==> src/rtl/core/vagg_pkg.sv <==
// shared types and constants of the vector arrow glyph generator
package vagg_pkg;

    // field and register widths
    localparam int COMP_W     = 16;
    localparam int MAG_W      = 16;
    localparam int SIDE_W     = 13;
    localparam int CFG_ADDR_W = 2;
    localparam int OUT_W      = 24;

    // register indexes of the configuration port
    localparam logic [CFG_ADDR_W-1:0] REG_PLANE_WIDTH  = 2'd0;
    localparam logic [CFG_ADDR_W-1:0] REG_PLANE_HEIGHT = 2'd1;
    localparam logic [CFG_ADDR_W-1:0] REG_GLYPH_COUNT  = 2'd2;

    // register reset values
    localparam logic [SIDE_W-1:0] PLANE_WIDTH_RST  = 13'd64;
    localparam logic [SIDE_W-1:0] PLANE_HEIGHT_RST = 13'd64;
    localparam logic [SIDE_W-1:0] GLYPH_COUNT_RST  = 13'd32;

    // arithmetic widths
    localparam int MSS_W      = 32;
    localparam int K_W        = 30;
    localparam int MUL_A_W    = 30;
    localparam int MUL_B_W    = 24;
    localparam int PROD_W     = MUL_A_W + MUL_B_W;
    localparam int DIV_W      = 48;
    localparam int DIV_CNT_W  = $clog2(DIV_W + 1);
    localparam int SQ_IN_W    = 48;
    localparam int SQ_W       = 24;
    localparam int SQ_REM_W   = 26;
    localparam int SQ_CNT_W   = $clog2(SQ_W + 1);
    localparam int SCALED_W   = 26;
    localparam int COORD_W    = 36;

    // longest arrow component magnitude in Q.8
    localparam logic [SCALED_W-2:0] SCALE_LIMIT = 25'd16777216;

    // divider request and response
    typedef struct packed {
        logic             start;
        logic [DIV_W-1:0] num;
        logic [DIV_W-1:0] den;
    } div_req_t;

    typedef struct packed {
        logic             done;
        logic [DIV_W-1:0] quo;
        logic [DIV_W-1:0] rem;
    } div_rsp_t;

    // square root request and response
    typedef struct packed {
        logic               start;
        logic [SQ_IN_W-1:0] value;
    } sq_req_t;

    typedef struct packed {
        logic            done;
        logic [SQ_W-1:0] root;
    } sq_rsp_t;

endpackage

==> src/rtl/core/vagg_div.sv <==
// iterative restoring divider, one quotient bit per cycle
module vagg_div
(
    input  logic               clk,
    input  logic               rst_n,
    input  vagg_pkg::div_req_t req,
    output vagg_pkg::div_rsp_t rsp
);

    logic [vagg_pkg::DIV_W-1:0]     quo_reg;
    logic [vagg_pkg::DIV_W-1:0]     rem_reg;
    logic [vagg_pkg::DIV_W-1:0]     den_reg;
    logic [vagg_pkg::DIV_CNT_W-1:0] cnt_reg;
    logic                           busy_reg;
    logic                           done_reg;
    logic [vagg_pkg::DIV_W:0]       rem_sh;
    logic [vagg_pkg::DIV_W:0]       diff;
    logic                           ge;

    // trial subtract of the shifted remainder
    always_comb
    begin
        rem_sh = {rem_reg, quo_reg[vagg_pkg::DIV_W-1]};
        diff   = rem_sh - {1'b0, den_reg};
        ge     = !diff[vagg_pkg::DIV_W];
    end

    // control
    always_ff @(posedge clk or negedge rst_n)
    begin
        if (!rst_n)
        begin
            busy_reg <= 1'b0;
            done_reg <= 1'b0;
            cnt_reg  <= '0;
        end
        else
        begin
            done_reg <= 1'b0;
            if (req.start)
            begin
                busy_reg <= 1'b1;
                cnt_reg  <= vagg_pkg::DIV_CNT_W'(vagg_pkg::DIV_W);
            end
            else if (busy_reg)
            begin
                cnt_reg <= cnt_reg - 1'b1;
                if (cnt_reg == vagg_pkg::DIV_CNT_W'(1))
                begin
                    busy_reg <= 1'b0;
                    done_reg <= 1'b1;
                end
            end
        end
    end

    // datapath
    always_ff @(posedge clk)
    begin
        if (req.start)
        begin
            quo_reg <= req.num;
            den_reg <= req.den;
            rem_reg <= '0;
        end
        else if (busy_reg)
        begin
            rem_reg <= ge ? diff[vagg_pkg::DIV_W-1:0] : rem_sh[vagg_pkg::DIV_W-1:0];
            quo_reg <= {quo_reg[vagg_pkg::DIV_W-2:0], ge};
        end
    end

    assign rsp.done = done_reg;
    assign rsp.quo  = quo_reg;
    assign rsp.rem  = rem_reg;

endmodule

==> src/rtl/core/vagg_sqrt.sv <==
// iterative integer square root, one root bit per cycle
module vagg_sqrt
(
    input  logic              clk,
    input  logic              rst_n,
    input  vagg_pkg::sq_req_t req,
    output vagg_pkg::sq_rsp_t rsp
);

    logic [vagg_pkg::SQ_IN_W-1:0]  val_reg;
    logic [vagg_pkg::SQ_REM_W-1:0] rem_reg;
    logic [vagg_pkg::SQ_W-1:0]     root_reg;
    logic [vagg_pkg::SQ_CNT_W-1:0] cnt_reg;
    logic                          busy_reg;
    logic                          done_reg;
    logic [vagg_pkg::SQ_REM_W+1:0] rem_sh;
    logic [vagg_pkg::SQ_REM_W+1:0] trial;
    logic [vagg_pkg::SQ_REM_W+2:0] diff;
    logic                          ge;

    // bring down two bits and try root*4+1
    always_comb
    begin
        rem_sh = {rem_reg, val_reg[vagg_pkg::SQ_IN_W-1 -: 2]};
        trial  = {2'b00, root_reg, 2'b01};
        diff   = {1'b0, rem_sh} - {1'b0, trial};
        ge     = !diff[vagg_pkg::SQ_REM_W+2];
    end

    // control
    always_ff @(posedge clk or negedge rst_n)
    begin
        if (!rst_n)
        begin
            busy_reg <= 1'b0;
            done_reg <= 1'b0;
            cnt_reg  <= '0;
        end
        else
        begin
            done_reg <= 1'b0;
            if (req.start)
            begin
                busy_reg <= 1'b1;
                cnt_reg  <= vagg_pkg::SQ_CNT_W'(vagg_pkg::SQ_W);
            end
            else if (busy_reg)
            begin
                cnt_reg <= cnt_reg - 1'b1;
                if (cnt_reg == vagg_pkg::SQ_CNT_W'(1))
                begin
                    busy_reg <= 1'b0;
                    done_reg <= 1'b1;
                end
            end
        end
    end

    // datapath
    always_ff @(posedge clk)
    begin
        if (req.start)
        begin
            val_reg  <= req.value;
            rem_reg  <= '0;
            root_reg <= '0;
        end
        else if (busy_reg)
        begin
            val_reg  <= {val_reg[vagg_pkg::SQ_IN_W-3:0], 2'b00};
            rem_reg  <= ge ? diff[vagg_pkg::SQ_REM_W-1:0] : rem_sh[vagg_pkg::SQ_REM_W-1:0];
            root_reg <= {root_reg[vagg_pkg::SQ_W-2:0], ge};
        end
    end

    assign rsp.done = done_reg;
    assign rsp.root = root_reg;

endmodule

==> src/rtl/core/vector_arrow_glyph_generator_unit.sv <==
// top level: quiver arrow glyph generator with sequencer, shared multiplier and units
//
// channel   dir  handshake              payload
// s_axis    in   s_axis_tvalid/tready   tdata {v_value, u_value}, tuser {sample_valid, mode}
// m_axis    out  m_axis_tvalid/tready   tdata {y_end, x_end, y_start, x_start}, tlast glyph_last
// cfg       in   cfg_we                 cfg_addr register index, cfg_wdata value
//
// one item at a time; s_axis_tready is high only while the sequencer is idle
// scan item: the 48-step stride division, then the squared sum and the scan maximum
// skipped draw item: stride division only; kept draw item: stride divide, 24-step
// square root, two 48-step divisions, three result items through the output register
// m_axis stalls hold the sequencer in its emit step; reset is asynchronous, active low
module vector_arrow_glyph_generator_unit
#(
    parameter int MAX_SIDE = 4096
)
(
    input  logic        clk,
    input  logic        rst_n,
    input  logic        s_axis_tvalid,
    output logic        s_axis_tready,
    input  logic [31:0] s_axis_tdata,   // u_value[15:0], v_value[31:16]
    input  logic [1:0]  s_axis_tuser,   // mode[0], sample_valid[1]
    output logic        m_axis_tvalid,
    input  logic        m_axis_tready,
    output logic [95:0] m_axis_tdata,   // x_start, y_start, x_end, y_end, 24 bits each
    output logic        m_axis_tlast,
    input  logic        cfg_we,
    input  logic [1:0]  cfg_addr,
    input  logic [12:0] cfg_wdata
);

    localparam int POS_W = $clog2(MAX_SIDE);
    localparam int SW    = vagg_pkg::SIDE_W;
    localparam int CW    = vagg_pkg::COORD_W;
    localparam int OW    = vagg_pkg::OUT_W;

    localparam logic [1:0] SEG_SHAFT = 2'd0;
    localparam logic [1:0] SEG_LEFT  = 2'd1;
    localparam logic [1:0] SEG_RIGHT = 2'd2;

    typedef enum logic [3:0] {
        ST_IDLE,
        ST_STRIDE,
        ST_SUM_U,
        ST_SUM_V,
        ST_SCAN,
        ST_SQRT,
        ST_DEN,
        ST_NUM_U,
        ST_DIV_U,
        ST_DIV_V,
        ST_EMIT,
        ST_ADVANCE
    } state_t;

    state_t                           state_reg;
    logic [SW-1:0]                    plane_width_reg;
    logic [SW-1:0]                    plane_height_reg;
    logic [SW-1:0]                    glyph_count_reg;
    logic [vagg_pkg::MSS_W-1:0]       mss_reg;
    logic [POS_W-1:0]                 col_reg;
    logic [POS_W-1:0]                 row_reg;
    logic [SW-1:0]                    col_phase_reg;
    logic [SW-1:0]                    row_phase_reg;
    logic                             pass_reg;
    logic [SW-1:0]                    stride_reg;
    logic                             mode_reg;
    logic                             valid_reg;
    logic [vagg_pkg::MAG_W-1:0]       mu_reg;
    logic [vagg_pkg::MAG_W-1:0]       mv_reg;
    logic                             nu_reg;
    logic                             nv_reg;
    logic [vagg_pkg::MSS_W:0]         acc_reg;
    logic [vagg_pkg::SQ_W-1:0]        sq_reg;
    logic [vagg_pkg::DIV_W-1:0]       den_reg;
    logic signed [vagg_pkg::SCALED_W-1:0] a_reg;
    logic signed [vagg_pkg::SCALED_W-1:0] b_reg;
    logic [1:0]                       seg_reg;
    logic                             out_valid_reg;
    logic                             out_last_reg;
    logic [OW-1:0]                    out_xs_reg;
    logic [OW-1:0]                    out_ys_reg;
    logic [OW-1:0]                    out_xe_reg;
    logic [OW-1:0]                    out_ye_reg;
    vagg_pkg::div_req_t               div_req_reg;
    vagg_pkg::div_rsp_t               div_rsp;
    vagg_pkg::sq_req_t                sq_req_reg;
    vagg_pkg::sq_rsp_t                sq_rsp;

    logic [SW-1:0]                    w_eff;
    logic [SW-1:0]                    h_eff;
    logic [SW-1:0]                    cnt_eff;
    logic [SW-1:0]                    longest;
    logic [vagg_pkg::K_W-1:0]         k_val;
    logic [vagg_pkg::COMP_W-1:0]      u_raw;
    logic [vagg_pkg::COMP_W-1:0]      v_raw;
    logic [vagg_pkg::MAG_W-1:0]       u_mag;
    logic [vagg_pkg::MAG_W-1:0]       v_mag;
    logic                             in_accept;
    logic [vagg_pkg::MUL_A_W-1:0]     mul_a;
    logic [vagg_pkg::MUL_B_W-1:0]     mul_b;
    logic [vagg_pkg::PROD_W-1:0]      prod;
    logic                             draw_ok;
    logic [vagg_pkg::MSS_W-1:0]       scan_base;
    logic [vagg_pkg::MSS_W-1:0]       scan_sum;
    logic                             div_start;
    logic                             sq_start;
    logic                             round_up;
    logic [vagg_pkg::DIV_W:0]         q_round;
    logic [vagg_pkg::SCALED_W-2:0]    q_mag;
    logic                             scale_neg;
    logic signed [vagg_pkg::SCALED_W-1:0] scaled;
    logic signed [CW-1:0]             bx;
    logic signed [CW-1:0]             by;
    logic signed [CW-1:0]             ax;
    logic signed [CW-1:0]             ay;
    logic signed [CW-1:0]             tx;
    logic signed [CW-1:0]             ty;
    logic signed [CW-1:0]             lx;
    logic signed [CW-1:0]             ly;
    logic signed [CW-1:0]             rx;
    logic signed [CW-1:0]             ry;
    logic signed [CW-1:0]             seg_xs;
    logic signed [CW-1:0]             seg_ys;
    logic signed [CW-1:0]             seg_xe;
    logic signed [CW-1:0]             seg_ye;
    logic                             out_free;

    // saturate a coordinate to the output range
    function automatic logic [OW-1:0] sat_out(input logic signed [CW-1:0] v);
        logic [OW-1:0] r;
        if (v > $signed(CW'(8388607)))
            r = 24'h7FFFFF;
        else if (v < -$signed(CW'(8388608)))
            r = 24'h800000;
        else
            r = v[OW-1:0];
        return r;
    endfunction

    // effective plane geometry and scale constant
    always_comb
    begin
        if (plane_width_reg == '0)
            w_eff = SW'(1);
        else if (32'(plane_width_reg) > 32'(MAX_SIDE))
            w_eff = SW'(MAX_SIDE);
        else
            w_eff = plane_width_reg;
        if (plane_height_reg == '0)
            h_eff = SW'(1);
        else if (32'(plane_height_reg) > 32'(MAX_SIDE))
            h_eff = SW'(MAX_SIDE);
        else
            h_eff = plane_height_reg;
        cnt_eff = (glyph_count_reg == '0) ? SW'(1) : glyph_count_reg;
        longest = (w_eff > h_eff) ? w_eff : h_eff;
        // 81920 = 5 * 2^14
        k_val   = (vagg_pkg::K_W'(longest) << 16) + (vagg_pkg::K_W'(longest) << 14);
    end

    // component sign and magnitude
    always_comb
    begin
        u_raw     = s_axis_tdata[15:0];
        v_raw     = s_axis_tdata[31:16];
        u_mag     = u_raw[vagg_pkg::COMP_W-1] ? (-u_raw) : u_raw;
        v_mag     = v_raw[vagg_pkg::COMP_W-1] ? (-v_raw) : v_raw;
        in_accept = s_axis_tvalid && s_axis_tready;
    end

    // shared multiplier operand select
    always_comb
    begin
        case (state_reg)
            ST_SUM_U:
            begin
                mul_a = vagg_pkg::MUL_A_W'(mu_reg);
                mul_b = vagg_pkg::MUL_B_W'(mu_reg);
            end
            ST_SUM_V:
            begin
                mul_a = vagg_pkg::MUL_A_W'(mv_reg);
                mul_b = vagg_pkg::MUL_B_W'(mv_reg);
            end
            ST_DEN:
            begin
                mul_a = vagg_pkg::MUL_A_W'(cnt_eff);
                mul_b = sq_reg;
            end
            ST_NUM_U:
            begin
                mul_a = k_val;
                mul_b = vagg_pkg::MUL_B_W'(mu_reg);
            end
            ST_DIV_U:
            begin
                mul_a = k_val;
                mul_b = vagg_pkg::MUL_B_W'(mv_reg);
            end
            default:
            begin
                mul_a = '0;
                mul_b = '0;
            end
        endcase
        prod = vagg_pkg::PROD_W'(mul_a) * vagg_pkg::PROD_W'(mul_b);
    end

    // scan maximum and draw decision
    always_comb
    begin
        draw_ok   = (col_phase_reg == '0) && (row_phase_reg == '0) && valid_reg
                    && (mss_reg != '0) && ((mu_reg != '0) || (mv_reg != '0));
        scan_base = ((col_reg == '0) && (row_reg == '0)) ? '0 : mss_reg;
        scan_sum  = acc_reg[vagg_pkg::MSS_W] ? '1 : acc_reg[vagg_pkg::MSS_W-1:0];
    end

    // start pulses of the divider and the square root unit
    always_comb
    begin
        div_start = ((state_reg == ST_IDLE) && in_accept)
                    || (state_reg == ST_NUM_U)
                    || ((state_reg == ST_DIV_U) && div_rsp.done);
        sq_start  = (state_reg == ST_STRIDE) && div_rsp.done && mode_reg && draw_ok;
    end

    // rounding and clamping of a scaled component
    always_comb
    begin
        round_up  = {div_rsp.rem, 1'b0} >= {1'b0, den_reg};
        q_round   = {1'b0, div_rsp.quo} + (vagg_pkg::DIV_W+1)'(round_up);
        q_mag     = (q_round > (vagg_pkg::DIV_W+1)'(vagg_pkg::SCALE_LIMIT))
                    ? vagg_pkg::SCALE_LIMIT : q_round[vagg_pkg::SCALED_W-2:0];
        scale_neg = (state_reg == ST_DIV_U) ? nu_reg : nv_reg;
        scaled    = scale_neg ? -$signed({1'b0, q_mag}) : $signed({1'b0, q_mag});
    end

    // glyph geometry, barbs in eighths rounded half up
    always_comb
    begin
        bx = $signed(CW'({col_reg, 8'h80}));
        by = $signed(CW'({row_reg, 8'h80}));
        ax = CW'(a_reg);
        ay = CW'(b_reg);
        tx = bx + ax;
        ty = by + ay;
        lx = ((tx <<< 3) - (ax <<< 1) - ay + CW'(4)) >>> 3;
        ly = ((ty <<< 3) - (ay <<< 1) + ax + CW'(4)) >>> 3;
        rx = ((tx <<< 3) - (ax <<< 1) + ay + CW'(4)) >>> 3;
        ry = ((ty <<< 3) - (ay <<< 1) - ax + CW'(4)) >>> 3;
        case (seg_reg)
            SEG_SHAFT:
            begin
                seg_xs = bx;
                seg_ys = by;
                seg_xe = tx;
                seg_ye = ty;
            end
            SEG_LEFT:
            begin
                seg_xs = tx;
                seg_ys = ty;
                seg_xe = lx;
                seg_ye = ly;
            end
            default:
            begin
                seg_xs = tx;
                seg_ys = ty;
                seg_xe = rx;
                seg_ye = ry;
            end
        endcase
        out_free = !out_valid_reg || m_axis_tready;
    end

    // configuration registers
    always_ff @(posedge clk or negedge rst_n)
    begin
        if (!rst_n)
        begin
            plane_width_reg  <= vagg_pkg::PLANE_WIDTH_RST;
            plane_height_reg <= vagg_pkg::PLANE_HEIGHT_RST;
            glyph_count_reg  <= vagg_pkg::GLYPH_COUNT_RST;
        end
        else if (cfg_we)
        begin
            unique case (cfg_addr)
                vagg_pkg::REG_PLANE_WIDTH:  plane_width_reg  <= cfg_wdata;
                vagg_pkg::REG_PLANE_HEIGHT: plane_height_reg <= cfg_wdata;
                vagg_pkg::REG_GLYPH_COUNT:  glyph_count_reg  <= cfg_wdata;
                default: ;
            endcase
        end
    end

    // sequencer, raster state and output register
    always_ff @(posedge clk or negedge rst_n)
    begin
        if (!rst_n)
        begin
            state_reg     <= ST_IDLE;
            mss_reg       <= '0;
            col_reg       <= '0;
            row_reg       <= '0;
            col_phase_reg <= '0;
            row_phase_reg <= '0;
            pass_reg      <= 1'b0;
            stride_reg    <= SW'(1);
            seg_reg       <= SEG_SHAFT;
            out_valid_reg <= 1'b0;
            div_req_reg   <= '0;
            sq_req_reg    <= '0;
        end
        else
        begin
            div_req_reg.start <= div_start;
            sq_req_reg.start  <= sq_start;
            if ((state_reg == ST_EMIT) && out_free)
                out_valid_reg <= 1'b1;
            else if (m_axis_tready)
                out_valid_reg <= 1'b0;
            unique case (state_reg)
                ST_IDLE:
                begin
                    if (in_accept)
                    begin
                        mode_reg  <= s_axis_tuser[0];
                        valid_reg <= s_axis_tuser[1];
                        mu_reg    <= u_mag;
                        mv_reg    <= v_mag;
                        nu_reg    <= u_raw[vagg_pkg::COMP_W-1];
                        nv_reg    <= v_raw[vagg_pkg::COMP_W-1];
                        // a pass change restarts the raster walk
                        if (s_axis_tuser[0] != pass_reg)
                        begin
                            col_reg       <= '0;
                            row_reg       <= '0;
                            col_phase_reg <= '0;
                            row_phase_reg <= '0;
                        end
                        pass_reg          <= s_axis_tuser[0];
                        div_req_reg.num   <= vagg_pkg::DIV_W'(longest);
                        div_req_reg.den   <= vagg_pkg::DIV_W'(cnt_eff);
                        state_reg         <= ST_STRIDE;
                    end
                end
                ST_STRIDE:
                begin
                    if (div_rsp.done)
                    begin
                        stride_reg <= (div_rsp.quo == '0) ? SW'(1) : div_rsp.quo[SW-1:0];
                        if (!mode_reg)
                            state_reg <= ST_SUM_U;
                        else if (draw_ok)
                        begin
                            sq_req_reg.value <= {mss_reg, 16'h0000};
                            state_reg        <= ST_SQRT;
                        end
                        else
                            state_reg <= ST_ADVANCE;
                    end
                end
                ST_SUM_U:
                begin
                    acc_reg   <= prod[vagg_pkg::MSS_W:0];
                    state_reg <= ST_SUM_V;
                end
                ST_SUM_V:
                begin
                    acc_reg   <= acc_reg + prod[vagg_pkg::MSS_W:0];
                    state_reg <= ST_SCAN;
                end
                ST_SCAN:
                begin
                    mss_reg   <= (valid_reg && (scan_sum > scan_base)) ? scan_sum : scan_base;
                    state_reg <= ST_ADVANCE;
                end
                ST_SQRT:
                begin
                    if (sq_rsp.done)
                    begin
                        sq_reg    <= sq_rsp.root;
                        state_reg <= ST_DEN;
                    end
                end
                ST_DEN:
                begin
                    den_reg   <= prod[vagg_pkg::DIV_W-1:0];
                    state_reg <= ST_NUM_U;
                end
                ST_NUM_U:
                begin
                    div_req_reg.num   <= prod[vagg_pkg::DIV_W-1:0];
                    div_req_reg.den   <= den_reg;
                    state_reg         <= ST_DIV_U;
                end
                ST_DIV_U:
                begin
                    if (div_rsp.done)
                    begin
                        a_reg             <= scaled;
                        div_req_reg.num   <= prod[vagg_pkg::DIV_W-1:0];
                        div_req_reg.den   <= den_reg;
                        state_reg         <= ST_DIV_V;
                    end
                end
                ST_DIV_V:
                begin
                    if (div_rsp.done)
                    begin
                        b_reg     <= scaled;
                        seg_reg   <= SEG_SHAFT;
                        state_reg <= ST_EMIT;
                    end
                end
                ST_EMIT:
                begin
                    if (out_free)
                    begin
                        out_last_reg  <= (seg_reg == SEG_RIGHT);
                        out_xs_reg    <= sat_out(seg_xs);
                        out_ys_reg    <= sat_out(seg_ys);
                        out_xe_reg    <= sat_out(seg_xe);
                        out_ye_reg    <= sat_out(seg_ye);
                        seg_reg       <= seg_reg + 2'd1;
                        if (seg_reg == SEG_RIGHT)
                            state_reg <= ST_ADVANCE;
                    end
                end
                ST_ADVANCE:
                begin
                    // step the raster position and stride phases
                    if (32'(col_reg) + 32'd1 >= 32'(w_eff))
                    begin
                        col_reg       <= '0;
                        col_phase_reg <= '0;
                        if (32'(row_reg) + 32'd1 >= 32'(h_eff))
                        begin
                            row_reg       <= '0;
                            row_phase_reg <= '0;
                        end
                        else
                        begin
                            row_reg       <= row_reg + 1'b1;
                            row_phase_reg <= (32'(row_phase_reg) + 32'd1 >= 32'(stride_reg))
                                             ? '0 : row_phase_reg + 1'b1;
                        end
                    end
                    else
                    begin
                        col_reg       <= col_reg + 1'b1;
                        col_phase_reg <= (32'(col_phase_reg) + 32'd1 >= 32'(stride_reg))
                                         ? '0 : col_phase_reg + 1'b1;
                    end
                    state_reg <= ST_IDLE;
                end
                default:
                    state_reg <= ST_IDLE;
            endcase
        end
    end

    vagg_div u_div
    (
        .clk   (clk),
        .rst_n (rst_n),
        .req   (div_req_reg),
        .rsp   (div_rsp)
    );

    vagg_sqrt u_sqrt
    (
        .clk   (clk),
        .rst_n (rst_n),
        .req   (sq_req_reg),
        .rsp   (sq_rsp)
    );

    assign s_axis_tready = (state_reg == ST_IDLE);
    assign m_axis_tvalid = out_valid_reg;
    assign m_axis_tlast  = out_last_reg;
    assign m_axis_tdata  = {out_ye_reg, out_xe_reg, out_ys_reg, out_xs_reg};

endmodule
==> config.mk <==
export PLATFORM = sky130hd
export DESIGN_NAME = vector_arrow_glyph_generator_unit
export DESIGN_NICKNAME = d
export VERILOG_FILES = /design/src/rtl/core/vagg_pkg.sv /design/src/rtl/core/vagg_div.sv /design/src/rtl/core/vagg_sqrt.sv /design/src/rtl/core/vector_arrow_glyph_generator_unit.sv
export SDC_FILE = /design/constraint.sdc
export NUM_CORES = 2
export LEC_CHECK = 0
export BUFFER_PORTS_ARGS = -buffer_cell sky130_fd_sc_hd__clkbuf_2
export CORE_ASPECT_RATIO = 0.7
export CORE_MARGIN = 2
export CORE_UTILIZATION = 30
export DETAILED_ROUTE_END_ITERATION = 16
export PLACE_DENSITY = 0.51
export SYNTH_ARGS = -nofsm -noshare
export SYNTH_HDL_FRONTEND = slang
export SYNTH_SLANG_ARGS = --single-unit
==> constraint.sdc <==
create_clock -name clk -period 15.1 [get_ports clk]
set_clock_uncertainty 0.1 [all_clocks]
set_input_delay 3.02 -clock clk [delete_from_list [all_inputs] [get_ports clk]]
set_output_delay 3.02 -clock clk [all_outputs]
set_load 0.005 [all_outputs]
==> metrics <==
vias in the first global route between 60000 and 70000; switching pwr 7.74 mW; vias per cell roughly 5.2; worst-margin pin slew about 1.3 ns; Worst slew margin 0.102; top cells by area, synth edfxtp_1 (16%), fa_1 (16%), ha_1 (11%); syn_area_per_cell a little over 9 µm²; die width around 620 µm; chip height approximately 430 µm; # rows 157; PortBufs between 150 and 200; post-place setup slack around 0.64 ns; Logic pwr share 0.619; mapped cell area about 80000 µm²; area occupied by multi-input gates approximately 52000 µm²; worst path bufs/invs 8; I/O pin count 153; Clock Latency Late Sink 0.74 ns; Critical Path Most Common Cell fa_1; die area 266000 µm²; dominant synthesized flop cell edfxtp_1; CTS tree yes; core footprint about 260000 µm²; number of library cell types mapped by synthesis about 110; Total GRT Usage 0.201; Synth Register Bits 803; clk buf depth 3; sequential cell area 21700 µm²; status finished clean; Final Worst Setup Slack between 1 and 1.5 ns; sequential share of power 0.232; final WL between 200000 and 300000 µm; Async SR Flop Fraction 0.357; Switching Fraction 0.498; cell taking the most area after synthesis edfxtp_1; max FFs per register 97; Int Power slightly below 8 mW; HPWL Detailed 219000 µm; commonest non-fill, non-tap cell in the layout inv_1; Layout Nets 10080; share of cells above drive strength 1 0.0799; drt drc 0; Root Driver clkbuf_16; CTS clk-pin slew, worst paths 0.06 ns; drt first pass iters 6; CP Class flop to flop; Yosys warnings 0; Period minus WS final about 14 ns; CP top delay family adder cells; Critical Path Fanout Max 13; fill cell count ~27000; first-pass GRT wire length 407000 µm; First DRT Iteration DRCs 5947; Seq/Total Area, Yosys 0.277; Hold WC Path Type flop to flop; Via Count 63570; post-route ant nets 0; CTS sink count 803; Post-synth EDFFs between 400 and 500; Leak around 38 nW; TritonCTS Buffers 87; nature of the critical path startpoint flop; largest net degree at the start of global routing 132; Fmax 0.0711 GHz; setup violators final 0; gr ovfl total 0; crit-path max cell delay around 0.54 ns; initial antenna violation count 13; CP arrival approximately 14 ns; pwr dens 179 nW/µm²; H-Tree Depth 3; ratio of final minimum period to clock period 0.932; commonest non-fill, non-tap cells in the layout inv_1 (1064), nand2_1 (926), nor2_1 (721); Required @ worst endpoint about 15 ns; Slew Limit Fails 0; max-cap check violation count 0; RSZ-0062 raised after global routing false; area share of the largest cell type after synthesis 0.160; Setup crit end kind flop; Clock power frac 0.149; RD Place Congestion between 0.9 and 1; final hold vios 0; crit path max-delay cell type fa_1; Post-Synthesis Cells about 8600; Initial Utilization 0.301; VDD IR-drop max 0.317 mV; drt wl/cell 22.1 µm; TNS Setup 0 ns; Synth-to-Final Area Change 10.6%
## repair_timing
action / in CTS / in global routing
endpoints found under the setup margin: 0 / 6
setup buffers: 0 / 0
hold buffers: 0 / 0
resized for setup: 0 / 5
## cell usage after synthesis, drive strengths merged, types with 139 or more instances
| master | count |
|---|---|
| o21ai | 460 |
| inv | 1065 |
| edfxtp | 418 |
| nor2 | 729 |
| nand3 | 139 |
| dfrtp | 283 |
| fa | 608 |
| nand2 | 926 |
| mux2 | 157 |
| clkbuf | 274 |
| xnor2 | 307 |
| a21oi | 374 |
| xor2 | 158 |
| ha | 706 |
## power by group through the flow
stage	clock [mW]	sequential, mW	combinational, mW
2_1_floorplan	0	3.29	6.54
3_3_place_gp	0	3.62	9.35
3_5_place_dp	0	3.63	9.43
4_1_cts	2.37	3.59	9.51
5_1_grt	2.44	3.66	10.6
6_report	2.31	3.61	9.64
## routing by layer
metal / part of all wire / track usage / vias to the layer above
met1: 0.50 / 0.313 / 31847
li1: - / - / 29416
met5: 0.000048 / 0 / -
met2: 0.41 / 0.285 / 2033
met4: 0.022 / 0.0441 / 2
met3: 0.073 / 0.0325 / 272
## metrics by stage
stage | instance area [µm²] | power (mW) | hold WS, ns | std cells | utilization
after floorplan | 78900 | 9.83 | 0.325 | 8675 | -
after global placement | 83800 | 13.0 | 0.331 | 12121 | 0.321
after detailed placement | 83800 | 13.1 | 0.331 | 12121 | 0.321
after CTS | 86700 | 15.5 | 0.321 | 12284 | 0.333
after global routing | 86800 | 16.7 | 0.341 | 12284 | 0.333
final | 86800 | 15.6 | 0.338 | 12287 | 0.333
## path summary, 6_finish.rpt
| kind | from | to | slack, ns | cells past startpoint |
|---|---|---|---|---|
| worst max-delay path | plane_height_reg[8] | acc_reg[32] | 1.03 | 61 |
| worst min-delay path | div_req_reg[42] | u_div.den_reg[42] | 0.34 | 0 |
| worst max register to register | plane_height_reg[8] | acc_reg[32] | 1.03 | 61 |
| worst min register to register | div_req_reg[42] | u_div.den_reg[42] | 0.34 | 0 |
| max in group asynchronous | rst_n | sq_req_reg[48] | 10.66 | 3 |
| min in group asynchronous | rst_n | row_phase_reg[12] | 2.11 | 1 |
## cell type report
class | count | share of cell area
multi-input cells | 6488 | 0.600
clock buffers | 112 | 0.0267
well taps | 3498 | 0.0504
diodes | 3 | 0.0000865
clock inverters | 51 | 0.00766
flip-flops and latches | 803 | 0.250
repair buffers | 265 | 0.0188
inverters | 1067 | 0.0462
## cells by family (layout without fill, tap and decap cells)
kind of cell	count (synthesis)	count (layout)	share of synthesized area
adders and majority gates	1319	1319	0.268
buffers and inverters	1384	1495	0.0670
muxes	285	285	0.0389
AOI/OAI and AO/OA	1689	1689	0.142
other	2	118	0.0000958
and+or+nand+nor	2615	2615	0.155
DFF	803	803	0.277
xor gates and xnor gates	465	465	0.0520
Note: power is estimated with default switching activity, not from simulation.
